**src/hdl/wgl_pkg.sv**
```systemverilog
// wgl_pkg: shared types, constants and source-position helpers for the wave grid block
// no dependencies; imported by every module of the block but wgl_ram

package wgl_pkg;

   // default grid geometry
   localparam int GRID_COLS_DEF = 128;
   localparam int GRID_ROWS_DEF = 128;
   localparam int EDGE_BAND_DEF = 8;

   // field widths
   localparam int AMP_W      = 24;
   localparam int PHASE_W    = 16;
   localparam int MASS_W     = 23;
   localparam int COEF_W     = 16;
   localparam int TICK_W     = 32;
   localparam int FUNC_W     = 2;
   localparam int COORD_W    = 7;
   localparam int CSR_IDX_W  = 2;
   localparam int CSR_DATA_W = 23;

   // stencil pipeline length from issue to memory write, plus margin
   localparam int PIPE_DEPTH = 9;

   // register reset values
   localparam logic [PHASE_W-1:0] PHASE_STEP_RST = 16'd1877;
   localparam logic [MASS_W-1:0]  MASS_RST       = 23'd655360;
   localparam logic [COEF_W-1:0]  COUPLING_RST   = 16'd16384;
   localparam logic [COEF_W-1:0]  DAMPING_RST    = 16'd65274;

   typedef enum logic [FUNC_W-1:0] {
      FUNC_TICK,
      FUNC_PULSE,
      FUNC_READ,
      FUNC_NONE
   } func_type;

   typedef enum logic [CSR_IDX_W-1:0] {
      CSR_PHASE_STEP,
      CSR_SOURCE_MASS,
      CSR_COUPLING,
      CSR_DAMPING
   } csr_index_type;

   typedef enum logic [2:0] {
      ST_CLEAR,
      ST_IDLE,
      ST_SRC_POS,
      ST_SRC_NEG,
      ST_SWEEP,
      ST_DRAIN,
      ST_FETCH,
      ST_FINISH
   } state_type;

   // control that travels with one cell through the stencil pipeline
   typedef struct packed {
      logic       valid;
      logic       update;
      logic       scale;
      logic [4:0] border_dist;
   } stencil_ctrl_type;

   // largest folded phase with floor(4 cos) >= 3, 2, 1, 0, -1, -2, -3
   localparam logic [15:0] COS_LIMIT [7] = '{
      16'd7538, 16'd10922, 16'd13748, 16'd16384, 16'd19019, 16'd21845, 16'd25229
   };

   // fold a phase into the half turn 0..32768
   function automatic logic [16:0] fold_phase(input logic [PHASE_W-1:0] ph);
      logic [16:0] a;
      a = (ph > 16'd32768) ? (17'd65536 - {1'b0, ph}) : {1'b0, ph};
      return a;
   endfunction

   // floor(4 cos(phase))
   function automatic logic signed [3:0] cos4_floor(input logic [PHASE_W-1:0] ph);
      logic [16:0]       a;
      logic signed [3:0] f;
      a = fold_phase(ph);
      f = -4'sd4;
      for (int k = 6; k >= 0; k--) begin
         if (a <= {1'b0, COS_LIMIT[k]}) begin
            f = 4'sd3 - signed'(4'(k));
         end
      end
      if (a == 17'd0) begin
         f = 4'sd4;
      end
      return f;
   endfunction

   // floor(-4 cos(phase))
   function automatic logic signed [3:0] negcos4_floor(input logic [PHASE_W-1:0] ph);
      logic [16:0]       a;
      logic signed [3:0] f;
      a = fold_phase(ph);
      f = cos4_floor(ph);
      if (a inside {17'd0, 17'd16384, 17'd32768}) begin
         return -f;
      end
      return -f - 4'sd1;
   endfunction

endpackage

```
**src/hdl/wgl_cell.sv**
```systemverilog
// wgl_cell: one cell of the row buffer, holds one amplitude word and hands it on each cycle
// depends on wgl_pkg

module wgl_cell (
   input  logic                          clock,
   input  logic signed [wgl_pkg::AMP_W-1:0] data_in,
   output logic signed [wgl_pkg::AMP_W-1:0] data_out
);
   import wgl_pkg::*;

   logic signed [AMP_W-1:0] data_ff;

   // shift one position down the chain
   always_ff @(posedge clock) begin
      data_ff <= data_in;
   end

   assign data_out = data_ff;

endmodule

```
**config.mk**
```make
export PLATFORM = sky130hd
export DESIGN_NAME = wgl_cell
export DESIGN_NICKNAME = d
export VERILOG_FILES = /design/src/hdl/wgl_pkg.sv /design/src/hdl/wgl_cell.sv
export SDC_FILE = /design/constraint.sdc
export NUM_CORES = 1
export LEC_CHECK = 0
export BUFFER_PORTS_ARGS = -buffer_cell sky130_fd_sc_hd__buf_2
export CORE_MARGIN = 3
export CORE_UTILIZATION = 25
export CTS_BUF_LIST = sky130_fd_sc_hd__clkbuf_8
export DETAILED_ROUTE_END_ITERATION = 10
export HOLD_SLACK_MARGIN = 0.05
export MAX_ROUTING_LAYER = met4
export PLACE_DENSITY = 0.63
export SKIP_LAST_GASP = 1
export SLEW_MARGIN = 20
export SYNTH_ARGS = -nofsm -noshare
export SYNTH_HDL_FRONTEND = slang
export SYNTH_SLANG_ARGS = --single-unit
```
**constraint.sdc**
```tcl
create_clock -name clock -period 0.9 [get_ports clock]
set_input_delay 0.18 -clock clock [delete_from_list [all_inputs] [get_ports clock]]
set_output_delay 0.18 -clock clock [all_outputs]
set_load 0.02 [all_outputs]
```
# Word-level counts from Yosys, hierarchy flattened
# Cells that the tools add are included.
dict set report totals {
  ff_bits 24
  in_bits 25
  word_cells 1
  out_inout_bits 24
}

# Depth between registers and ports, before layout
dict set report depth {
  ltp_word 0
  mapped_depth 0
  depth_no_buf 0
}

# Least setup slack after synthesis
# OpenSTA, ideal clock, no wires.
dict set report synth_path {
  path_kind {register to output}
  from {reg data_ff[0] (netlist: data_out[0])}
  to {out data_out[0] (netlist name)}
  path_buffers 0
  stages_incl_launch_ff 1
  arrival_ps 395
  slack_ps 325
  required_time_ps 720
  path_cell_list {dfxtp_1}
}
# item line_no
set synth_lines {}
lappend synth_lines {{start: declaration} wgl_cell.sv:11} ;# logic signed [AMP_W-1:0] data_ff;
lappend synth_lines {{start signal: assignment} wgl_cell.sv:15} ;# data_ff <= data_in;
lappend synth_lines {{end: declaration} wgl_cell.sv:7} ;# output logic signed [wgl_pkg::AMP_W-1:0] data_out
# No word-level cell between the ends.

# Worst setup path in the final report
dict set report layout_path {
  from {reg data_ff[22] (netlist: data_out[22])}
  to {out data_out[22] (netlist name)}
}
# No word-level cell between the ends.

==> results.md <==
- The critical path buffer and inverter count is 1.
- In the layout the commonest cells are 24 x sky130_fd_sc_hd__dlygate4sd3_1, 24 x sky130_fd_sc_hd__buf_2, 20 x sky130_fd_sc_hd__buf_6.
- The critical path's top delay family is flip-flops.
- Summed over all layers, the global routing overflow is 0.
- The synthesized design contains 24 register bits.
- The number of multi-input combinational cells in the layout is 0.
- The count of buffers added on input and output ports is 48.
- Counting the fill cells in the layout gives 134.
- The area used by multi-input combinational logic is 0 um2.
- The total count of max-transition violations in the final report is 0.
- The number of hold violations in the final report is 0.
- After detailed routing, the number of remaining DRC violations is 0.
- The worst hold path cell count is 2.
- The sequential area share after synthesis is 1.000.
- The cell area after synthesis is 480.5 um2.
- The total of endpoints with negative setup slack in the final report is 0.
- OpenSTA, run right after detailed placement, puts the worst setup slack at 0.2608 ns.
- The antenna diode instance count is 0.
- The via count of the first global-routing pass is 468.
- The tree is rooted in a sky130_fd_sc_hd__clkbuf_8.
- The H-tree level count is 1.
- Of the available clock period, the critical path in the final layout requires 0.9835.
- After clock tree synthesis, the clock-pin slew on the worst setup and hold paths is 0.07 ns.
- For this design the static power due to leakage is 0.5591 nW.
- The mean area per synthesized cell is ~20 um2.
- The worst setup path is of the register to output port kind.
- The transition time of the tightest slew-check pin is about 0.076 ns.
- The number of antenna violations at the first check in global routing came to 0.
- Buffers added to address setup during post-CTS repair amount to 0.
- The worst-case vdd ir drop is between 0.001 and 0.0015 V.
- 49 I/O pins were placed.
- The post-detailed-route count of antenna-violating nets is 0.
- The routed layout has ~450 vias.
- The maximum number of pins on one net before global-route repair is 13.
- The flow ran to the end, and the final reports show no timing, DRC or antenna violations.
- The post-route worst setup slack is between 0.01 and 0.015 ns.
- The floorplan has 15 rows.
- The global-route wire length before repair is 1.952 mm.
- In the final routed layout, each cell accounts on average for 11.27 um.
- The layout overhead on the synthesized area is 147.4%.
- The synthesized instance count is 24.
- The initial cell density of the core is 0.2723.
- The startpoint of the most critical hold path is data_in[19].
- After detailed routing, the number of vias per cell comes to 3.613.
- The critical path data arrival time is between 0.7 and 0.8 ns.
- The slowest stage of the critical path is the sky130_fd_sc_hd__dfxtp_1 cell.
- For this run, the top clock speed supported by timing is 1130 MHz.
- The final layout net count is between 100 and 150.
- The worst min-delay path endpoint is data_out[19].
- Walking the worst path, the cells encountered are buf_6.
- The share of cells above drive strength 1 is 0.6768.
- Clock tree synthesis inserted a total of 3 buffers.
- The worst slew margin relative to its limit is 0.9495.
- TritonCTS built the clock tree.
- The number of iterations in the first detailed-routing pass is 2.
- The tool flagged a number of max-cap violations equal to 0.
- The net count after synthesis is 49.
- The height of the chip is 49.84 um.
- For this run, the total global-route usage over all layers was measured as 0.1122.
- The worst setup path is launched from a register.
- The final critical path time including I/O delays and setup is ~0.9 ns.
- For this run, the slowest stage of the critical path takes 0.34 ns.
- The total power per unit cell area is between 1500 and 2000 nW/um2.
- STA puts the critical path data required time at approximately 0.7 ns.
- Of all nets on the critical path, the largest fanout is 1.
- The number of violations reported at the end of detailed-routing iteration 0 is 1.
- The total wirelength of the detailed-routed design is 1.397 mm.
- Counting every sink on the clock net gives 24.
- The horizontal die dimension is 49.84 um.
- The flip-flop count of the largest register, all copies and words added is 24.
- The core region area is 1764 um2.
- STA classifies the critical path endpoint as an output port.
- The tightest min-delay check is of the primary input to register type.
- Setup repair after global routing could not meet its margin everywhere.
- Total power for the finished layout comes to approximately 2.1 mW.
- The number of buffers between clock root and the deepest sink is 2.
- In this run the number of cells on the critical path is 1.
- The area of the die is 2484 um2.
- The count of synthesis-stage warnings from yosys is 0.
- At the end of routability-driven placement, the weighted congestion stood at 0.6732.
- Counting distinct cell types in the post-synthesis netlist gives 1.
[cell usage after synthesis (all sizes together)]
master   n  area (um2)
dfxtp   24       480.5
[cells by family (layout without fill, tap and decap cells)]
group,count (synthesis),after routing,share of synthesized area
buf+inv,0,75,0
flops,24,24,1.000
[area by class of cell]
| cell class | instances | area (um2) | share of cell area |
|---|---|---|---|
| Timing Repair Buffer | 72 | 615.6 | 0.5179 |
| Sequential cell | 24 | 500.5 | 0.4211 |
| Clock buffer | 3 | 41.29 | 0.03474 |
| Tap cell | 25 | 31.28 | 0.02632 |
[report_power, final]
group,switching (mW),internal (mW)
clock,0.285,0.297
sequential,0.0235,1.13
combinational,0.119,0.200
[how the worst max path moves through the flow]
stage | from | end | slack (ns)
after floorplan | data_out[0] | data_out[0] | 0.32
after global placement | data_out[18] | data_out[18] | 0.27
after detailed placement | data_out[11] | data_out[11] | 0.26
after CTS | data_out[11] | data_out[11] | -0.006
after global routing | data_out[7] | data_out[7] | -0.01
final | data_out[22] | data_out[22] | 0.01
[repair_timing]
action	4_1_cts	5_1_grt
endpoints found under the hold margin	24	0
hold buffers	24	0
endpoints found under the setup margin	13	23
resized for setup	13	47
[through the flow]
stage	util	hold WS, ns	std cells	area, um2	TNS [ns]
floorplan	-	0.2077	24	480.5	0
global placement	0.4262	0.2821	97	752.0	0
detailed placement	0.4262	0.2836	97	752.0	0
CTS	0.6043	0.5528	124	1066	-0.006245
global route	0.6738	0.5574	124	1189	-0.02271
finish	0.6738	0.5594	124	1189	0
[metal layers]
metal / track usage / up-vias / routed length, um
li1: - / 222 / -
met1: 0.09228 / 197 / 420
met2: 0.2247 / 27 / 870
met3: 0.01813 / 2 / 99
met4: 0.06912 / 0 / 6
met5: - / - / 0
Power figures use the tool's default switching activity.
