<file path="src/hdl/wgl_pkg.sv">
// wgl_pkg: shared types, constants and source-position helpers for the wave grid block
// no dependencies; imported by every module of the block but wgl_ram

package wgl_pkg;

   // default grid geometry
   localparam int GRID_COLS_DEF = 128;
   localparam int GRID_ROWS_DEF = 128;
   localparam int EDGE_BAND_DEF = 8;

   // field widths
   localparam int AMP_W      = 24;
   localparam int PHASE_W    = 16;
   localparam int MASS_W     = 23;
   localparam int COEF_W     = 16;
   localparam int TICK_W     = 32;
   localparam int FUNC_W     = 2;
   localparam int COORD_W    = 7;
   localparam int CSR_IDX_W  = 2;
   localparam int CSR_DATA_W = 23;

   // stencil pipeline length from issue to memory write, plus margin
   localparam int PIPE_DEPTH = 9;

   // register reset values
   localparam logic [PHASE_W-1:0] PHASE_STEP_RST = 16'd1877;
   localparam logic [MASS_W-1:0]  MASS_RST       = 23'd655360;
   localparam logic [COEF_W-1:0]  COUPLING_RST   = 16'd16384;
   localparam logic [COEF_W-1:0]  DAMPING_RST    = 16'd65274;

   typedef enum logic [FUNC_W-1:0] {
      FUNC_TICK,
      FUNC_PULSE,
      FUNC_READ,
      FUNC_NONE
   } func_type;

   typedef enum logic [CSR_IDX_W-1:0] {
      CSR_PHASE_STEP,
      CSR_SOURCE_MASS,
      CSR_COUPLING,
      CSR_DAMPING
   } csr_index_type;

   typedef enum logic [2:0] {
      ST_CLEAR,
      ST_IDLE,
      ST_SRC_POS,
      ST_SRC_NEG,
      ST_SWEEP,
      ST_DRAIN,
      ST_FETCH,
      ST_FINISH
   } state_type;

   // control that travels with one cell through the stencil pipeline
   typedef struct packed {
      logic       valid;
      logic       update;
      logic       scale;
      logic [4:0] border_dist;
   } stencil_ctrl_type;

   // largest folded phase with floor(4 cos) >= 3, 2, 1, 0, -1, -2, -3
   localparam logic [15:0] COS_LIMIT [7] = '{
      16'd7538, 16'd10922, 16'd13748, 16'd16384, 16'd19019, 16'd21845, 16'd25229
   };

   // fold a phase into the half turn 0..32768
   function automatic logic [16:0] fold_phase(input logic [PHASE_W-1:0] ph);
      logic [16:0] a;
      a = (ph > 16'd32768) ? (17'd65536 - {1'b0, ph}) : {1'b0, ph};
      return a;
   endfunction

   // floor(4 cos(phase))
   function automatic logic signed [3:0] cos4_floor(input logic [PHASE_W-1:0] ph);
      logic [16:0]       a;
      logic signed [3:0] f;
      a = fold_phase(ph);
      f = -4'sd4;
      for (int k = 6; k >= 0; k--) begin
         if (a <= {1'b0, COS_LIMIT[k]}) begin
            f = 4'sd3 - signed'(4'(k));
         end
      end
      if (a == 17'd0) begin
         f = 4'sd4;
      end
      return f;
   endfunction

   // floor(-4 cos(phase))
   function automatic logic signed [3:0] negcos4_floor(input logic [PHASE_W-1:0] ph);
      logic [16:0]       a;
      logic signed [3:0] f;
      a = fold_phase(ph);
      f = cos4_floor(ph);
      if (a inside {17'd0, 17'd16384, 17'd32768}) begin
         return -f;
      end
      return -f - 4'sd1;
   endfunction

endpackage

</file>
<file path="src/hdl/wgl_stencil.sv">
// wgl_stencil: pipelined leapfrog update of one cell per cycle with edge scaling
// depends on wgl_pkg

module wgl_stencil #(
   parameter int AW        = 14,
   parameter int EDGE_BAND = wgl_pkg::EDGE_BAND_DEF
) (
   input  logic                             clock,
   input  logic                             reset,
   input  logic [wgl_pkg::COEF_W-1:0]       coupling,
   input  logic [wgl_pkg::COEF_W-1:0]       damping,
   input  logic signed [wgl_pkg::AMP_W-1:0] tap_c,
   input  logic signed [wgl_pkg::AMP_W-1:0] tap_n,
   input  logic signed [wgl_pkg::AMP_W-1:0] tap_s,
   input  logic signed [wgl_pkg::AMP_W-1:0] tap_e,
   input  logic signed [wgl_pkg::AMP_W-1:0] tap_w,
   input  logic signed [wgl_pkg::AMP_W-1:0] before_val,
   input  wgl_pkg::stencil_ctrl_type        ctrl,
   input  logic [AW-1:0]                    addr,
   output logic                             wr_en,
   output logic [AW-1:0]                    wr_addr,
   output logic signed [wgl_pkg::AMP_W-1:0] wr_data
);
   import wgl_pkg::*;

   localparam int MW = 29;
   localparam int XW = 32;
   localparam int SH = XW + 5;
   localparam int RW = SH + 1;
   localparam longint unsigned RECIP_L =
      ((64'd1 << SH) + 64'(EDGE_BAND) - 64'd1) / 64'(EDGE_BAND);
   localparam logic [RW-1:0] RECIP = RW'(RECIP_L);
   localparam logic [MW-1:0] MAG_CLAMP = MW'(1) << 28;
   localparam logic [XW-1:0] HALF_BAND = XW'(EDGE_BAND / 2);

   stencil_ctrl_type c1_ff, c2_ff, c3_ff, c4_ff, c5_ff, c6_ff;
   logic            v7_ff;
   logic [AW-1:0]   a1_ff, a2_ff, a3_ff, a4_ff, a5_ff, a6_ff, a7_ff;

   logic signed [26:0] lap_ff;
   logic signed [25:0] diff_ff;
   logic signed [43:0] s_ff;
   logic signed [60:0] p_ff;
   logic [MW-1:0]      m_ff;
   logic               neg4_ff, neg5_ff, neg6_ff;
   logic [XW-1:0]      x5_ff, x6_ff;
   logic [53:0]        pp_hi_ff, pp_lo_ff;
   logic signed [AMP_W-1:0] val_ff;

   logic [60:0]        p_abs;
   logic [60:0]        p_rnd;
   logic [MW-1:0]      m_in;
   logic [XW-1:0]      x_in;
   logic [69:0]        prod;
   logic [32:0]        q;
   logic signed [AMP_W-1:0] val_in;

   // rounding of the damped sum, magnitude clamped where saturation is certain
   always_comb begin
      p_abs = p_ff[60] ? 61'(-p_ff) : 61'(p_ff);
      p_rnd = (p_abs + (61'd1 << 31)) >> 32;
      m_in  = (p_rnd > 61'(MAG_CLAMP)) ? MAG_CLAMP : MW'(p_rnd);
   end

   // distance scale numerator with rounding offset
   always_comb begin
      if (c4_ff.scale) begin
         x_in = XW'(m_ff) * XW'(c4_ff.border_dist) + HALF_BAND;
      end else begin
         x_in = XW'(m_ff);
      end
   end

   // reciprocal divide by the band width, then sign and saturation
   always_comb begin
      prod = (70'(pp_hi_ff) << 16) + 70'(pp_lo_ff);
      q    = c6_ff.scale ? 33'(prod >> SH) : 33'(x6_ff);
      if (neg6_ff) begin
         val_in = (q >= 33'd8388608) ? -24'sd8388608 : -signed'(AMP_W'(q));
      end else begin
         val_in = (q > 33'd8388607) ? 24'sd8388607 : signed'(AMP_W'(q));
      end
   end

   // control pipeline
   always_ff @(posedge clock) begin
      if (reset) begin
         c1_ff <= '0;
         c2_ff <= '0;
         c3_ff <= '0;
         c4_ff <= '0;
         c5_ff <= '0;
         c6_ff <= '0;
         v7_ff <= 1'b0;
      end else begin
         c1_ff <= ctrl;
         c2_ff <= c1_ff;
         c3_ff <= c2_ff;
         c4_ff <= c3_ff;
         c5_ff <= c4_ff;
         c6_ff <= c5_ff;
         v7_ff <= c6_ff.valid & c6_ff.update;
      end
   end

   // address pipeline and arithmetic stages
   always_ff @(posedge clock) begin
      a1_ff    <= addr;
      a2_ff    <= a1_ff;
      a3_ff    <= a2_ff;
      a4_ff    <= a3_ff;
      a5_ff    <= a4_ff;
      a6_ff    <= a5_ff;
      a7_ff    <= a6_ff;
      lap_ff   <= 27'(tap_n) + 27'(tap_s) + 27'(tap_e) + 27'(tap_w) - (27'(tap_c) <<< 2);
      diff_ff  <= (26'(tap_c) <<< 1) - 26'(before_val);
      s_ff     <= (44'(diff_ff) <<< 16) + 44'(signed'({1'b0, coupling})) * 44'(lap_ff);
      p_ff     <= 61'(s_ff) * 61'(signed'({1'b0, damping}));
      m_ff     <= m_in;
      neg4_ff  <= p_ff[60];
      x5_ff    <= x_in;
      neg5_ff  <= neg4_ff;
      x6_ff    <= x5_ff;
      neg6_ff  <= neg5_ff;
      pp_hi_ff <= 54'(x5_ff[31:16]) * 54'(RECIP);
      pp_lo_ff <= 54'(x5_ff[15:0]) * 54'(RECIP);
      val_ff   <= val_in;
   end

   assign wr_en   = v7_ff;
   assign wr_addr = a7_ff;
   assign wr_data = val_ff;

   // a write follows an updating cell by the fixed pipeline length
   a_wr_follows : assert property (@(posedge clock) disable iff (reset)
      (c6_ff.valid && c6_ff.update) |=> wr_en)
      else $error("stencil write lost");

   // edge scaling only applies to cells that are updated
   a_scale_update : assert property (@(posedge clock) disable iff (reset)
      (c1_ff.valid && c1_ff.scale) |-> c1_ff.update)
      else $error("scale flag on non-interior cell");

   // a scaled cell carries a distance below the band width
   a_scale_dist : assert property (@(posedge clock) disable iff (reset)
      (c1_ff.valid && c1_ff.scale) |-> (int'(c1_ff.border_dist) < EDGE_BAND))
      else $error("scale distance out of band");

endmodule

</file>
<file path="config.mk">
export PLATFORM = sky130hd
export DESIGN_NAME = wgl_stencil
export DESIGN_NICKNAME = d
export VERILOG_FILES = /design/src/hdl/wgl_pkg.sv /design/src/hdl/wgl_stencil.sv
export SDC_FILE = /design/constraint.sdc
export NUM_CORES = 2
export LEC_CHECK = 0
export BUFFER_PORTS_ARGS = -buffer_cell sky130_fd_sc_hd__clkbuf_2
export CAP_MARGIN = 20
export CORE_ASPECT_RATIO = 0.9
export CORE_MARGIN = 5
export CORE_UTILIZATION = 66
export CTS_BUF_LIST = sky130_fd_sc_hd__clkbuf_4
export CTS_CLUSTER_SIZE = 14
export DETAILED_ROUTE_END_ITERATION = 6
export PLACE_DENSITY = 0.88
export SYNTH_ARGS = -nofsm -noshare
export SYNTH_HDL_FRONTEND = slang
export SYNTH_SLANG_ARGS = --single-unit
</file>
<file path="constraint.sdc">
create_clock -name clock -period 9.6 [get_ports clock]
set_input_delay 0.96 -clock clock [delete_from_list [all_inputs] [get_ports clock]]
set_output_delay 0.96 -clock clock [all_outputs]
set_load 0.02 [all_outputs]
</file>
After elaboration in Yosys (flattened, before gate mapping)
Index checks and enable logic that the tools add are counted.
{"block": "totals", "out_inout_bits": 39, "wordCells": 68, "register_bits": 447}
{"block": "classes", "addsub": 11, "n_lt_le_gt_ge": 3, "bitwise": 1, "muxes": 6, "n_mul": 3}
{"op": "two-way mux 24 bit", "n": 3}
{"op": "adder 66 x 50 -> 67 bit", "n": 1}
{"op": "adder 61 x 32 -> 61 bit, second input constant", "n": 1}
{"op": "multiplier 44 x 17 -> 61 bit", "n": 1}
{"op": "two-way mux 61 bit", "n": 1}
{"op": "negator 61 bit", "n": 1}
{"op": "adder 42 x 44 -> 44 bit", "n": 1}
{"op": "multiplier 17 x 27 -> 44 bit", "n": 1}
{"op": "adder 32 x 3 -> 32 bit, second input constant", "n": 1}
{"op": "greater-or-equal comparator 32 x 24 -> 1 bit, second input constant", "n": 1}
{"op": "> comparator 32 x 23 -> 1 bit, second input constant", "n": 1}
{"op": "multiplier 29 x 5 -> 32 bit", "n": 1}
{"op": "two-way mux 32 bit", "n": 1}
{"op": "> comparator 29 bit, second input constant", "n": 1}
{"op": "two-way mux 29 bit", "n": 1}
{"op": "adder 26 x 24 -> 27 bit", "n": 1}
{"op": "subtractor 27 x 26 -> 27 bit", "n": 1}
{"op": "adder 25 x 24 -> 26 bit", "n": 1}
{"op": "subtractor 25 x 24 -> 26 bit", "n": 1}
{"op": "adder 24 x 24 -> 25 bit", "n": 1}
{"op": "negator 24 bit", "n": 1}
{"op": "bitwise AND 1 bit", "n": 1}

Longest topological paths before layout
{"block": "depth", "ltp_word": 5, "mapped_depth": 28}

Least setup slack after synthesis
No wires, ideal clock.
{"block": "synth_path", "path_kind": "input port to flip-flop", "startpoint": "in coupling[2] (netlist name)", "endpoint": "reg s_ff[43]", "path_slack_ps": 1997, "arrival_time_ps": 7531, "cell_stages": 25, "required_time_ps": 9528, "n_path_buf": 2, "path_cell_list": "clkbuf_1 -> clkbuf_1 -> nand2_1 -> fa_1 -> fa_1 -> fa_1 -> fa_1 -> inv_1 -> fa_1 -> inv_1 -> fa_1 -> inv_1 -> ha_1 -> a21o_1 -> a21oi_1 -> and3b_1 -> a21oi_1 -> o211ai_1 -> a2111oi_0 -> nor2_1 -> a32o_1 -> a221o_1 -> a221o_1 -> a21oi_1 -> xnor2_1"}
{"block": "synth_via", "elab_chain_cells": 2}
{"element": "start: declaration", "line": "wgl_stencil.sv:10", "rtl": "input logic [wgl_pkg::COEF_W-1:0] coupling,"}
{"element": "multiplier 17 x 27 -> 44 bit", "line": "wgl_stencil.sv:117", "rtl": "s_ff <= (44'(diff_ff) <<< 16) + 44'(signed'({1'b0, coupling})) * 44'(lap_ff);"}
{"element": "adder 42 x 44 -> 44 bit", "line": "wgl_stencil.sv:117"}
{"element": "end signal: assignment", "line": "wgl_stencil.sv:117"}
{"element": "end: declaration", "line": "wgl_stencil.sv:42", "rtl": "logic signed [43:0] s_ff;"}
No other way between the ends.
A chain may end at the register's enable or synchronous reset.

Worst setup path in the final report
{"block": "layout_path", "startpoint": "reg s_ff[15]", "endpoint": "reg p_ff[57]"}
{"block": "layout_via", "elab_chain_cells": 1}
{"element": "multiplier 44 x 17 -> 61 bit", "line": "wgl_stencil.sv:118", "rtl": "p_ff <= 61'(s_ff) * 61'(signed'({1'b0, damping}));"}
{"element": "end signal: assignment", "line": "wgl_stencil.sv:118"}
{"element": "end: declaration", "line": "wgl_stencil.sv:43", "rtl": "logic signed [60:0] p_ff;"}
No other way between the ends.

==> reports/metrics.csv <==
stage,metric,value,unit
timing,tightest_slew,1.16,ns
cts,cts_made_buffers,105,
critical_path,endpoint_kind,register,
synth,synthTopCellsByArea,"fa_1 (42%), dfxtp_1 (14%), inv_1 (9.6%)",
placement,place_hpwl,112,mm
die,ios,239,
die,fp.dieH,298,µm
placement,globalplace.congestion,0.932,
synth,synth_flop_cell,dfxtp_1,
synth,ys_types,83,
cells_and_area,final_common_cell,inv_1,
cts,clk_latency,0.94,ns
timing,setup_tns,0,ns
die,rows,105,
status,status,"finished, final reports clean",
timing,max_freq,129,MHz
global_routing,grt_first_pass_wirelength,238,mm
cts,clk_path_buf_depth,3,
die,die_width,330,µm
cts,cts_tree,yes,
timing,slew_violations,0,
cts,cts_hold_buffers,0,
die,core,91300,µm²
timing,final-setup-viol-count,0,
routing,drtAntennaViolNets,0,
timing,fin_skew,0.0732,ns
cells_and_area,final_cell_mix,"inv_1 (1,550), fa_1 (1,267), nand2_1 (881)",
cells_and_area,drive_above_1_share,7.29,%
global_routing,antenna_found_initial,6,
synth,syn_area,60800,µm²
synth,synth.avg_cell_area,9.15,µm²
timing,fin_crit,7.74,ns
routing,first_pass_iters,6,
cts,path_clk_slew,0.07,ns
die,initial_core_util,66.6,%
job,max_cap_viol_count,0,
global_routing,grt_pass1_vias,49633,
routing,vias,45011,
cells_and_area,syn_to_final_growth,5.56,%
critical_path,crit_path_start_kind,register,
routing,routed_wl,140,mm
cells_and_area,fin_nets,8565,
cts,clock-root-buffer,clkbuf_4,
cts,cts.sinks,415,
routing,wl_per_cell,17.4,µm
critical_path,arrival,8.58,ns
routing,drc_errors,0,
critical_path,critPathMaxFanout,16,
worst_hold_path,hp-class,in2reg,
timing,slew-limit-headroom,22.4,%
synth,ys_ff_latch,415,
cts,htreeDepth,3,
cts,postCtsSetupRepairBufs,0,
global_routing,grt_max_degree,52,
synth,syn_inst,6643,
critical_path,required,10.44,ns
cells_and_area,fill_cells,6409,
timing,hold_viol_final,0,
synth,synth_edf_count,0,
timing,rsz0062_at_grt,no,
synth,syn_nets,8464,
die,fp.dieArea,98300,µm²
global_routing,gr-total-overflow,0,
synth,yosys_warnings,0,
routing,drt-vias-per-instance,5.58,
routing,drt_first_iter_violations,3223,
critical_path,path_class,reg2reg,
placement,port-buffer-count,238,
synth,yosys.area.top_type,fa_1,
cts,postCtsResizedCells,0,
timing,fin_crit_sh,80.6,%
global_routing,grt_usage,29.6,%
synth,ys_seq_area_share,13.7,%
synth,async_flop_share,0,%
synth,yosys.area.top_type_share,41.7,%
kinds of logic after synthesis:
| family | Yosys count | synth area share, % |
|---|---|---|
| and+or+nand+nor | 1907 | 15.3 |
| buffers and inverters | 1817 | 11.2 |
| adders and majority gates | 1621 | 49.0 |
| AOI/OAI and AO/OA | 591 | 6.32 |
| DFF | 415 | 13.7 |
| xor gates and xnor gates | 239 | 3.48 |
| muxes | 53 | 0.934 |
layer usage:
metal	global-route usage, %	vias to the layer above	part of all wire [%]	routed length, µm
met2	49.3	2282	48	67100
li1	-	20046	-	-
met3	7.65	505	10	14300
met4	11.4	4	4.0	5630
met5	0	-	0.019	27
met1	37.3	22174	38	53000
worst paths after layout:
check                         from               end  cells past startpoint  slack (ns)
hold / removal             addr[1]  a1_ff[1]$_DFF_P_                      1        0.17
hold reg to reg   x5_ff[5]$_DFF_P_  x6_ff[5]$_DFF_P_                      0        0.31
setup reg to reg  s_ff[15]$_DFF_P_  p_ff[57]$_DFF_P_                     23        1.86
setup / recovery  s_ff[15]$_DFF_P_  p_ff[57]$_DFF_P_                     23        1.86
critical path: stages (launching register included):
cell	delay [ns]
dfxtp_1	0.93
nand2_1	0.20
fa_1	0.56
fa_1	0.47
fa_1	0.54
inv_1	0.05
fa_1	0.50
fa_1	0.51
inv_1	0.06
fa_1	0.48
inv_1	0.05
ha_1	0.39
nand2_1	0.15
nor3_1	0.28
a221oi_1	0.11
a21bo_2	0.23
o211ai_1	0.13
a21boi_0	0.27
o21a_1	0.27
o211ai_1	0.18
a211oi_1	0.56
nor2_1	0.22
o31ai_1	0.34
xor2_1	0.16
area by class of cell:
type                    instances  area (µm²)  share of cell area [%]
multi-input cells            4411       45600                    71.1
clock buffers                 150        1130                    1.75
flip-flops and latches        415        8310                    12.9
inverters                    1552        5830                    9.08
clock inverters                44         333                   0.519
well taps                    1230        1540                    2.40
diodes                          8        20.0                  0.0312
repair buffers                259        1370                    2.14
cells in the mapped netlist (19+ instances only):
cell / number
nor2_1: 162
xnor2_1: 168
clkbuf_1: 255
nand3_1: 41
a31oi_1: 27
o211ai_1: 19
nor2b_1: 63
mux2_2: 30
o21a_1: 26
and2_1: 549
xor2_1: 68
nand4_1: 24
dfxtp_1: 415
and3_1: 28
mux2i_1: 23
fa_1: 1267
nand2_1: 881
o31ai_1: 19
a21o_1: 83
a21oi_1: 161
o21bai_1: 22
nand2b_1: 20
inv_1: 1550
nor3_1: 52
ha_1: 354
o21ai_0: 121
sequential cells by signal (all words and copies together), names as in the netlist, 3 cells and up:
| name | flops |
|---|---|
| c5_ff | 3 |
| lap_ff | 27 |
| c1_ff | 8 |
| wr_addr | 14 |
| c4_ff | 8 |
| diff_ff | 26 |
| a5_ff | 14 |
| p_ff | 61 |
| x6_ff | 31 |
| s_ff | 44 |
| wr_data | 24 |
| c3_ff | 8 |
| a3_ff | 14 |
| c6_ff | 3 |
| x5_ff | 32 |
| a1_ff | 14 |
| c2_ff | 8 |
| a4_ff | 14 |
| a2_ff | 14 |
| m_ff | 29 |
| a6_ff | 14 |
stage by stage:
stage	hold WS, ns	cell area, µm²	utilization [%]	instances	setup slack [ns]
6_report	0.169	64200	70.3	8069	1.86
5_1_grt	0.0517	64200	70.3	8067	1.46
4_1_cts	0.0655	64100	70.2	8059	1.95
3_5_place_dp	0.312	62700	68.6	7865	1.06
3_3_place_gp	0.310	62700	68.6	7865	1.30
2_1_floorplan	0.310	60800	-	6643	2.00
Power is not shown: default switching activity piles up to over one toggle a cycle in this logic, so the estimate is an artifact.
